File: config.mk
export PLATFORM = sky130hd
export DESIGN_NAME = quadruped_leg_phase_switcher_unit
export DESIGN_NICKNAME = d
export VERILOG_FILES = /design/src/design/qlps_pkg.sv /design/src/design/quadruped_leg_phase_switcher_unit.sv /design/src/design/qlps_eval.sv /design/src/design/qlps_evq.sv
export VERILOG_INCLUDE_DIRS = /design/src /design/src/design
export SDC_FILE = /design/constraint.sdc
export NUM_CORES = 2
export LEC_CHECK = 0
export ABC_AREA = 1
export BUFFER_PORTS_ARGS = -buffer_cell sky130_fd_sc_hd__buf_2
export CAP_MARGIN = 20
export CORE_UTILIZATION = 40
export DETAILED_ROUTE_END_ITERATION = 16
export GPL_TIMING_DRIVEN = 1
export PLACE_DENSITY = 0.57
export SYNTH_ARGS = -nofsm -noshare
export SYNTH_HDL_FRONTEND = slang
export SYNTH_HIERARCHICAL = 1
export SYNTH_SLANG_ARGS = --single-unit
File: constraint.sdc
create_clock -name clk -period 25 [get_ports clk]
set_input_delay 5 -clock clk [delete_from_list [all_inputs] [get_ports clk]]
set_output_delay 5 -clock clk [all_outputs]
set_load 0.05 [all_outputs]
File: src/design/assert_macros.svh
// ----------------------------------------------------------------------------
// Assertion macros
// Clocked property checks with asynchronous active-low reset disable.
// ----------------------------------------------------------------------------
`ifndef ASSERT_MACROS_SVH
`define ASSERT_MACROS_SVH

`ifndef ASSERT_OFF

// prop must hold at every clock edge outside reset
`define ASSERT_AT(lbl, clk, rst_n, prop) \
	lbl: assert property (@(posedge clk) disable iff (!rst_n) (prop)) \
		else $error("assertion failed");

// prop must never hold outside reset
`define ASSERT_NEVER(lbl, clk, rst_n, prop) \
	lbl: assert property (@(posedge clk) disable iff (!rst_n) !(prop)) \
		else $error("forbidden condition seen");

`else

`define ASSERT_AT(lbl, clk, rst_n, prop)
`define ASSERT_NEVER(lbl, clk, rst_n, prop)

`endif

`endif

File: src/design/qlps_pkg.sv
// ----------------------------------------------------------------------------
// qlps_pkg
// Types, constants and helpers of the leg phase switcher.
// ----------------------------------------------------------------------------
`default_nettype none

package qlps_pkg;

	localparam int NUM_LEGS      = 4;
	localparam int ELAPSED_BITS  = 24;
	localparam int TICKS_BITS    = 24;
	localparam int MAX_EVENTS    = 16;
	localparam int CNT_BITS      = $clog2(MAX_EVENTS + 1);

	// fixed event slots: unloading lifts, three per forced lift, timeouts
	localparam int SLOT_UNLOAD   = 0;
	localparam int SLOT_FORCED   = NUM_LEGS;
	localparam int SLOT_TIMEOUT  = SLOT_FORCED + 3 * NUM_LEGS;
	localparam int NUM_SLOTS     = SLOT_TIMEOUT + NUM_LEGS;
	localparam int SLOT_BITS     = $clog2(NUM_SLOTS);

	localparam int CFG_IDX_BITS  = 3;
	localparam int CFG_DATA_BITS = 24;

	localparam logic [CFG_IDX_BITS-1:0] CFG_UNLOAD_THRESHOLD     = 3'd0;
	localparam logic [CFG_IDX_BITS-1:0] CFG_SWING_MAX_TICKS      = 3'd1;
	localparam logic [CFG_IDX_BITS-1:0] CFG_FORE_REACH_LIMIT     = 3'd2;
	localparam logic [CFG_IDX_BITS-1:0] CFG_HIND_REACH_LIMIT     = 3'd3;
	localparam logic [CFG_IDX_BITS-1:0] CFG_FORE_LIFT_DROPS_HIND = 3'd4;
	localparam logic [CFG_IDX_BITS-1:0] CFG_HIND_LIFT_DROPS_FORE = 3'd5;

	localparam logic [TICKS_BITS-1:0] TICKS_MAX = '1;

	typedef enum logic [2:0] {
		CAUSE_NEG_LOAD  = 3'd0,
		CAUSE_OVERREACH = 3'd1,
		CAUSE_CONTRA    = 3'd2,
		CAUSE_COUPLING  = 3'd3,
		CAUSE_UNLOAD    = 3'd4,
		CAUSE_TIMEOUT   = 3'd5
	} cause_t;

	typedef struct packed {
		logic signed [15:0] load_fl;
		logic signed [15:0] load_fr;
		logic signed [15:0] load_hl;
		logic signed [15:0] load_hr;
		logic [15:0]        reach_fl;
		logic [15:0]        reach_fr;
		logic [15:0]        reach_hl;
		logic [15:0]        reach_hr;
	} in_t;

	typedef struct packed {
		logic [1:0]            leg;
		logic                  lifted;
		logic [TICKS_BITS-1:0] phase_ticks;
		logic [2:0]            cause;
		logic                  last;
	} out_t;

	typedef out_t [NUM_SLOTS-1:0] slot_vec_t;

	typedef struct packed {
		logic signed [15:0] unload_threshold;
		logic [23:0]        swing_max_ticks;
		logic [15:0]        fore_reach_limit;
		logic [15:0]        hind_reach_limit;
		logic               fore_lift_drops_hind;
		logic               hind_lift_drops_fore;
	} cfg_t;

	typedef struct packed {
		logic [NUM_LEGS-1:0]                   lifted;
		logic [NUM_LEGS-1:0][15:0]             prev_load;
		logic [NUM_LEGS-1:0][ELAPSED_BITS-1:0] elapsed;
	} state_t;

	// elapsed count clipped to the event field
	function automatic logic [TICKS_BITS-1:0] sat_ticks(input logic [ELAPSED_BITS-1:0] v);
		logic [31:0] w;
		w = 32'(v);
		return (w > 32'(TICKS_MAX)) ? TICKS_MAX : w[TICKS_BITS-1:0];
	endfunction

endpackage

`default_nettype wire

File: src/design/quadruped_leg_phase_switcher_unit.sv
// ----------------------------------------------------------------------------
// quadruped_leg_phase_switcher_unit
// Per-tick stance/swing switching of four legs, events serialized out.
// ----------------------------------------------------------------------------
// A tick beat is taken into an input register; the rule passes then run in one
// step against the leg state and, once the event buffer has drained, the switches
// of that tick land in a 20-slot event buffer, which drains one switch event
// beat per cycle, unless sw_ready stalls it, through the output register.
// The input side takes one tick per cycle as long as the buffer empties in
// time; a tick that causes N switch events (0 to 16) sends them one by one
// through the single event output port. The final event of a tick carries
// last. Registers are written through cfg_we/cfg_index/cfg_wdata; the user
// must do so only while no tick is in flight, which the block does not enforce.
`default_nettype none

module quadruped_leg_phase_switcher_unit (
	input  wire                                    clk,
	input  wire                                    arst_n,
	input  wire                                    tick_valid,
	output logic                                   tick_ready,
	input  wire  qlps_pkg::in_t                    tick,
	output logic                                   sw_valid,
	input  wire                                    sw_ready,
	output qlps_pkg::out_t                         sw,
	input  wire                                    cfg_we,
	input  wire  [qlps_pkg::CFG_IDX_BITS-1:0]      cfg_index,
	input  wire  [qlps_pkg::CFG_DATA_BITS-1:0]     cfg_wdata
);

	qlps_pkg::cfg_t                 cfg_q;
	qlps_pkg::state_t               st_q;
	qlps_pkg::state_t               st_nxt;
	qlps_pkg::in_t                  tick_s1;
	logic                           valid_s1;
	logic                           buf_ready;
	logic                           adv;
	logic [qlps_pkg::NUM_SLOTS-1:0] mask;
	qlps_pkg::slot_vec_t            slots;

	always_ff @(posedge clk or negedge arst_n) begin
		if (!arst_n) begin
			cfg_q.unload_threshold     <= 16'sd2458;
			cfg_q.swing_max_ticks      <= 24'd1000;
			cfg_q.fore_reach_limit     <= 16'd16794;
			cfg_q.hind_reach_limit     <= 16'd18473;
			cfg_q.fore_lift_drops_hind <= 1'b0;
			cfg_q.hind_lift_drops_fore <= 1'b0;
		end else if (cfg_we) begin
			case (cfg_index)
				qlps_pkg::CFG_UNLOAD_THRESHOLD:     cfg_q.unload_threshold <= cfg_wdata[15:0];
				qlps_pkg::CFG_SWING_MAX_TICKS:      cfg_q.swing_max_ticks  <= cfg_wdata[23:0];
				qlps_pkg::CFG_FORE_REACH_LIMIT:     cfg_q.fore_reach_limit <= cfg_wdata[15:0];
				qlps_pkg::CFG_HIND_REACH_LIMIT:     cfg_q.hind_reach_limit <= cfg_wdata[15:0];
				qlps_pkg::CFG_FORE_LIFT_DROPS_HIND: cfg_q.fore_lift_drops_hind <= cfg_wdata[0];
				qlps_pkg::CFG_HIND_LIFT_DROPS_FORE: cfg_q.hind_lift_drops_fore <= cfg_wdata[0];
				default: ;
			endcase
		end
	end

	// input stage advances once the event buffer can take the whole tick
	assign adv        = valid_s1 && buf_ready;
	assign tick_ready = !valid_s1 || buf_ready;

	always_ff @(posedge clk or negedge arst_n) begin
		if (!arst_n) begin
			valid_s1 <= 1'b0;
		end else if (tick_ready) begin
			valid_s1 <= tick_valid;
		end
	end

	always_ff @(posedge clk) begin
		if (tick_valid && tick_ready)
			tick_s1 <= tick;
	end

	always_ff @(posedge clk or negedge arst_n) begin
		if (!arst_n) begin
			st_q.lifted    <= 4'b0001;
			st_q.prev_load <= '0;
			st_q.elapsed   <= '0;
		end else if (adv) begin
			st_q <= st_nxt;
		end
	end

	qlps_eval u_eval (
		.tick   (tick_s1),
		.st     (st_q),
		.cfg    (cfg_q),
		.mask   (mask),
		.slots  (slots),
		.st_nxt (st_nxt)
	);

	qlps_evq u_evq (
		.clk       (clk),
		.arst_n    (arst_n),
		.load      (adv),
		.mask_i    (mask),
		.slots_i   (slots),
		.buf_ready (buf_ready),
		.sw_valid  (sw_valid),
		.sw_ready  (sw_ready),
		.sw        (sw)
	);

endmodule

`default_nettype wire

File: src/design/qlps_eval.sv
// ----------------------------------------------------------------------------
// qlps_eval
// Rule passes of one tick: event slots, slot mask and next leg state.
// ----------------------------------------------------------------------------
`default_nettype none

module qlps_eval (
	input  wire  qlps_pkg::in_t      tick,
	input  wire  qlps_pkg::state_t   st,
	input  wire  qlps_pkg::cfg_t     cfg,
	output logic [qlps_pkg::NUM_SLOTS-1:0] mask,
	output qlps_pkg::slot_vec_t      slots,
	output qlps_pkg::state_t         st_nxt
);

	logic signed [15:0] ld    [qlps_pkg::NUM_LEGS];
	logic [15:0]        reach [qlps_pkg::NUM_LEGS];

	logic [qlps_pkg::NUM_LEGS-1:0]                             lift;
	logic [qlps_pkg::NUM_LEGS-1:0][qlps_pkg::ELAPSED_BITS-1:0] el;
	logic [qlps_pkg::NUM_SLOTS-1:0]                            raw;
	logic [15:0]                                               lim;
	logic [1:0]                                                lg;
	logic [1:0]                                                cl;
	logic [1:0]                                                pl;
	logic                                                      couple;
	logic [qlps_pkg::CNT_BITS-1:0]                             cnt;

	assign ld[0]    = tick.load_fl;
	assign ld[1]    = tick.load_fr;
	assign ld[2]    = tick.load_hl;
	assign ld[3]    = tick.load_hr;
	assign reach[0] = tick.reach_fl;
	assign reach[1] = tick.reach_fr;
	assign reach[2] = tick.reach_hl;
	assign reach[3] = tick.reach_hr;

	always_comb begin
		lift   = st.lifted;
		el     = st.elapsed;
		raw    = '0;
		slots  = '0;
		lim    = '0;
		lg     = '0;
		cl     = '0;
		pl     = '0;
		couple = 1'b0;

		// unloading lifts, blocked by a lifted neighbor
		for (int k = 0; k < qlps_pkg::NUM_LEGS; k++) begin
			lg = 2'(k);
			if (!lift[lg] && ($signed(st.prev_load[lg]) > ld[k]) &&
			    (ld[k] < $signed(cfg.unload_threshold)) &&
			    !lift[lg ^ 2'd1] && !lift[lg ^ 2'd2]) begin
				raw[qlps_pkg::SLOT_UNLOAD + k]               = 1'b1;
				slots[qlps_pkg::SLOT_UNLOAD + k].leg         = lg;
				slots[qlps_pkg::SLOT_UNLOAD + k].lifted      = 1'b1;
				slots[qlps_pkg::SLOT_UNLOAD + k].phase_ticks = qlps_pkg::sat_ticks(el[lg]);
				slots[qlps_pkg::SLOT_UNLOAD + k].cause       = qlps_pkg::CAUSE_UNLOAD;
				lift[lg] = 1'b1;
				el[lg]   = '0;
			end
		end

		// forced lifts and the set-downs they pull along
		for (int k = 0; k < qlps_pkg::NUM_LEGS; k++) begin
			lg     = 2'(k);
			cl     = lg ^ 2'd1;
			pl     = lg ^ 2'd2;
			lim    = lg[1] ? cfg.hind_reach_limit : cfg.fore_reach_limit;
			couple = lg[1] ? cfg.hind_lift_drops_fore : cfg.fore_lift_drops_hind;
			if (!lift[lg] && (ld[k] < 16'sd0 || reach[k] > lim)) begin
				raw[qlps_pkg::SLOT_FORCED + 3*k]               = 1'b1;
				slots[qlps_pkg::SLOT_FORCED + 3*k].leg         = lg;
				slots[qlps_pkg::SLOT_FORCED + 3*k].lifted      = 1'b1;
				slots[qlps_pkg::SLOT_FORCED + 3*k].phase_ticks = qlps_pkg::sat_ticks(el[lg]);
				slots[qlps_pkg::SLOT_FORCED + 3*k].cause       = (ld[k] < 16'sd0) ?
					qlps_pkg::CAUSE_NEG_LOAD : qlps_pkg::CAUSE_OVERREACH;
				lift[lg] = 1'b1;
				el[lg]   = '0;
				if (lift[cl]) begin
					raw[qlps_pkg::SLOT_FORCED + 3*k + 1]               = 1'b1;
					slots[qlps_pkg::SLOT_FORCED + 3*k + 1].leg         = cl;
					slots[qlps_pkg::SLOT_FORCED + 3*k + 1].lifted      = 1'b0;
					slots[qlps_pkg::SLOT_FORCED + 3*k + 1].phase_ticks =
						qlps_pkg::sat_ticks(el[cl]);
					slots[qlps_pkg::SLOT_FORCED + 3*k + 1].cause       = qlps_pkg::CAUSE_CONTRA;
					lift[cl] = 1'b0;
					el[cl]   = '0;
				end
				if (couple && lift[pl]) begin
					raw[qlps_pkg::SLOT_FORCED + 3*k + 2]               = 1'b1;
					slots[qlps_pkg::SLOT_FORCED + 3*k + 2].leg         = pl;
					slots[qlps_pkg::SLOT_FORCED + 3*k + 2].lifted      = 1'b0;
					slots[qlps_pkg::SLOT_FORCED + 3*k + 2].phase_ticks =
						qlps_pkg::sat_ticks(el[pl]);
					slots[qlps_pkg::SLOT_FORCED + 3*k + 2].cause       =
						qlps_pkg::CAUSE_COUPLING;
					lift[pl] = 1'b0;
					el[pl]   = '0;
				end
			end
		end

		// swing timeouts
		for (int k = 0; k < qlps_pkg::NUM_LEGS; k++) begin
			lg = 2'(k);
			if (lift[lg] && (32'(el[lg]) >= 32'(cfg.swing_max_ticks))) begin
				raw[qlps_pkg::SLOT_TIMEOUT + k]               = 1'b1;
				slots[qlps_pkg::SLOT_TIMEOUT + k].leg         = lg;
				slots[qlps_pkg::SLOT_TIMEOUT + k].lifted      = 1'b0;
				slots[qlps_pkg::SLOT_TIMEOUT + k].phase_ticks = qlps_pkg::sat_ticks(el[lg]);
				slots[qlps_pkg::SLOT_TIMEOUT + k].cause       = qlps_pkg::CAUSE_TIMEOUT;
				lift[lg] = 1'b0;
				el[lg]   = '0;
			end
		end
	end

	// only the first MAX_EVENTS switches of a tick are reported
	always_comb begin
		mask = '0;
		cnt  = '0;
		for (int s = 0; s < qlps_pkg::NUM_SLOTS; s++) begin
			if (raw[s] && (32'(cnt) < 32'(qlps_pkg::MAX_EVENTS))) begin
				mask[s] = 1'b1;
				cnt     = cnt + (qlps_pkg::CNT_BITS)'(1);
			end
		end
	end

	always_comb begin
		st_nxt.lifted = lift;
		for (int k = 0; k < qlps_pkg::NUM_LEGS; k++) begin
			st_nxt.prev_load[k] = ld[k];
			st_nxt.elapsed[k]   = (el[k] == '1) ? el[k] :
				el[k] + (qlps_pkg::ELAPSED_BITS)'(1);
		end
	end

endmodule

`default_nettype wire

File: src/design/qlps_evq.sv
// ----------------------------------------------------------------------------
// qlps_evq
// Event slot buffer of one tick, drained in slot order into the output register.
// ----------------------------------------------------------------------------
`default_nettype none

`include "assert_macros.svh"

module qlps_evq (
	input  wire                                  clk,
	input  wire                                  arst_n,
	input  wire                                  load,
	input  wire  [qlps_pkg::NUM_SLOTS-1:0]       mask_i,
	input  wire  qlps_pkg::slot_vec_t            slots_i,
	output logic                                 buf_ready,
	output logic                                 sw_valid,
	input  wire                                  sw_ready,
	output qlps_pkg::out_t                       sw
);

	logic [qlps_pkg::NUM_SLOTS-1:0] mask_q;
	qlps_pkg::slot_vec_t            slots_q;
	logic                           out_valid_q;
	qlps_pkg::out_t                 out_q;

	logic [qlps_pkg::SLOT_BITS-1:0] sel;
	logic [qlps_pkg::NUM_SLOTS-1:0] mask_rest;
	logic [qlps_pkg::NUM_SLOTS-1:0] mask_after;
	logic                           pop;
	logic                           last_sel;

	// lowest pending slot goes next
	always_comb begin
		sel = '0;
		for (int s = qlps_pkg::NUM_SLOTS - 1; s >= 0; s--) begin
			if (mask_q[s])
				sel = (qlps_pkg::SLOT_BITS)'(s);
		end
	end

	always_comb begin
		mask_rest      = mask_q;
		mask_rest[sel] = 1'b0;
	end

	assign pop        = (|mask_q) && (!out_valid_q || sw_ready);
	assign last_sel   = (mask_rest == '0);
	assign mask_after = pop ? mask_rest : mask_q;
	assign buf_ready  = (mask_after == '0);

	always_ff @(posedge clk or negedge arst_n) begin
		if (!arst_n) begin
			mask_q <= '0;
		end else begin
			mask_q <= load ? mask_i : mask_after;
		end
	end

	always_ff @(posedge clk) begin
		if (load)
			slots_q <= slots_i;
	end

	always_ff @(posedge clk or negedge arst_n) begin
		if (!arst_n) begin
			out_valid_q <= 1'b0;
		end else if (pop) begin
			out_valid_q <= 1'b1;
		end else if (sw_ready) begin
			out_valid_q <= 1'b0;
		end
	end

	always_ff @(posedge clk) begin
		if (pop) begin
			out_q      <= slots_q[sel];
			out_q.last <= last_sel;
		end
	end

	assign sw_valid = out_valid_q;
	assign sw       = out_q;

	`ASSERT_AT(a_load_when_drained, clk, arst_n, load |-> (mask_after == '0))
	`ASSERT_AT(a_slot_cap, clk, arst_n, $countones(mask_q) <= qlps_pkg::MAX_EVENTS)
	`ASSERT_AT(a_last_empties, clk, arst_n, (pop && last_sel && !load) |=> (mask_q == '0))
	`ASSERT_NEVER(a_pop_stall, clk, arst_n, pop && out_valid_q && !sw_ready)

endmodule

`default_nettype wire
==> impl_metrics.env <==
export IMPL_worstSetupStartpointType="flop"
export IMPL_clockRootBuffer="clkbuf_16"
export IMPL_drv_cap=0
export IMPL_rows=137
export IMPL_slowest_stage="nor4_1"
export IMPL_path_clk_slew_ns=0.06
export IMPL_status="finished clean"
export IMPL_final_net_count=7063
export IMPL_place_ws_ns=12.37
export IMPL_period_share=0.5055
export IMPL_ctsLongestPathBuffers=3
export IMPL_critPathMaxFanout=36
export IMPL_dp_hpwl_mm=141.3
export IMPL_drv_slew=0
export IMPL_slowest_delay_ns=0.81
export IMPL_slew_headroom=0.2183
export IMPL_worstHoldStart="cfg_q[62]"
export IMPL_worstSetupPathType="flop to flop"
export IMPL_grt_pass1_vias=43220
export IMPL_timing_rr_start="cfg_q[65]"
export IMPL_synth_area_um2=56430
export IMPL_track_usage=0.2845
export IMPL_fin_skew_ns=0.02836
export IMPL_post_cts_buffers=0
export IMPL_min_path_cells=2
export IMPL_num_vias=45440
export IMPL_cts_buffers=117
export IMPL_cp_data_arrival_time_ns=13.33
export IMPL_ctsHtreeMaxLevel=3
export IMPL_core_area_um2=139700
export IMPL_viasPerCell=5.292
export IMPL_worstMarginPinSlew_ns=1.171
export IMPL_io_buffer_count=192
export IMPL_cts_hold_buf=0
export IMPL_setup_viol=0
export IMPL_rrSetupSlack_ns=12.36
export IMPL_clkPwrFrac=0.355
export IMPL_die_y_um=377.6
export IMPL_cellPowerDensity_nw_per_um2=80.98
export IMPL_cp_required_ns=25.69
export IMPL_power_mw=5.031
export IMPL_drc=0
export IMPL_routabilityCongestion=1.024
export IMPL_place_inst=8359
export IMPL_ctsResizeCount=0
export IMPL_totalWireLength_mm=204.5
export IMPL_worstHoldPathType="flop to flop"
export IMPL_fin_util=0.4447
export IMPL_synth_warning_count=6
export IMPL_min_to="cfg_q[62]"
export IMPL_clock_sinks=1019
export IMPL_fin_cells=8587
export IMPL_r2r_worst_path_cells=57
export IMPL_setup_tns_ns=0
export IMPL_max_clock_freq_ghz=0.07912
export IMPL_p_leak_nw=27.69
export IMPL_r2r_end="st_q[95]"
export IMPL_die_w_um=377.6
export IMPL_p_sw_mw=1.840
export IMPL_pin_count=193
export IMPL_comb_power_share=0.274
export IMPL_cts_tree="done"
export IMPL_ant_nets=0
export IMPL_hold_slack_ns=0.4621
export IMPL_clk_latency_ns=0.76
export IMPL_drt_iter0_markers=5482
export IMPL_dr_pass1_iters=6
export IMPL_seqCellArea_um2=29330
export IMPL_start_util=0.4039
export IMPL_hold_violations=0
export IMPL_layout_setup_ws_ns=12.36
export IMPL_switching_share=0.3658
export IMPL_grt_max_degree=149
export IMPL_grt_overflow_total=0
export IMPL_period_minus_slack_ns=12.64
export IMPL_area_growth_syn_to_layout_pct=10.10
export IMPL_avgSynthCellArea_um2=8.605
export IMPL_postSynthCellCount=6558
export IMPL_drive_above_1_share=0.09218
export IMPL_p_seq_frac=0.372
export IMPL_routedWlPerCell_um=23.81
export IMPL_final_area_um2=62130
export IMPL_critical_path_endpoint_type="flop"
export IMPL_peakVddDrop_v=0.00007977
export IMPL_grt_setup_unrepaired="false"
export IMPL_crit_top_cell="nand2_1"
export IMPL_grt_pass1_wl_mm=294.8
export IMPL_placed_cell_area_um2=58150
export IMPL_multiInputGateArea_um2=21930
export IMPL_p_int_mw=3.191
export IMPL_antenna_found_initial=8
export IMPL_dieArea_um2=142600
export IMPL_final_fill_count=13870
-- metal layers --
metal / track usage / vias to the layer above / routed length [um]
li1: - / 21070 / -
met1: 0.3906 / 21910 / 85760
met2: 0.4452 / 2086 / 91730
met3: 0.05249 / 372 / 18960
met4: 0.1066 / 10 / 7920
met5: 0 / - / 100
-- critical path: cells and delay by family, from the launching register on --
kind / cells / cell delay (ns)
adders and majority gates: 2 / 0.60
DFF: 1 / 0.52
buffers and inverters: 12 / 3.12
and+or+nand+nor: 31 / 6.09
AOI/OAI and AO/OA: 12 / 2.18
-- final cells by class --
type | count | share of cell area
antenna | 7 | 0.0002819
sequential | 1019 | 0.4720
timing repair buffer | 272 | 0.02572
multi-input combinational | 4403 | 0.3529
clock inverter | 77 | 0.01377
clock buffer | 143 | 0.04954
tap | 1876 | 0.03778
inverter | 790 | 0.04795
-- how the worst max path moves through the flow --
| stage | start | end |
|---|---|---|
| floorplan | sw_ready | u_evq/mask_q[18] |
| global placement | sw_ready | tick_ready |
| detailed placement | sw_ready | tick_ready |
| CTS | sw_ready | tick_ready |
| global route | cfg_q[65] | st_q[95] |
| finish | cfg_q[65] | st_q[95] |
-- power groups by stage --
| stage | clock (mW) | sequential [mW] | combinational (mW) |
|---|---|---|---|
| detailed placement | 0 | 1.90 | 1.36 |
| CTS | 1.81 | 1.87 | 1.36 |
| global placement | 0 | 1.90 | 1.34 |
| global route | 1.87 | 1.87 | 1.48 |
| floorplan | 0 | 1.93 | 0.885 |
| finish | 1.78 | 1.87 | 1.38 |
-- placed cells by master, fill, tap and decap left out, types with 15 or more instances in the layout --
| cell | n |
|---|---|
| nand2_1 | 2020 |
| nor2_1 | 829 |
| edfxtp_1 | 759 |
| inv_1 | 741 |
| nand3_1 | 353 |
| ha_1 | 300 |
| dfrtp_1 | 236 |
| a21oi_1 | 196 |
| buf_2 | 192 |
| nor3_1 | 149 |
| clkbuf_16 | 119 |
| nand4_1 | 109 |
| buf_4 | 76 |
| conb_1 | 64 |
| o21ai_0 | 53 |
| xor2_1 | 52 |
| clkinv_1 | 37 |
| inv_2 | 36 |
| o21a_1 | 26 |
| nand2_2 | 24 |
| dfstp_2 | 24 |
| clkbuf_1 | 23 |
| nor2_4 | 20 |
| clkinv_2 | 18 |
| o21ai_1 | 18 |
| nor4_1 | 18 |
| xnor2_1 | 17 |
| bufinv_16 | 16 |
| nand3_2 | 16 |
| a31oi_1 | 15 |
-- sequential cells by signal (all words and copies together), names as in the netlist --
signal / flops
u_evq/sw: 31
tick_s1: 128
u_evq/sw_valid: 1
u_evq/slots_q: 600
u_evq/mask_q: 20
valid_s1: 1
st_q: 164
cfg_q: 74
Power figures use the tool's default switching activity.
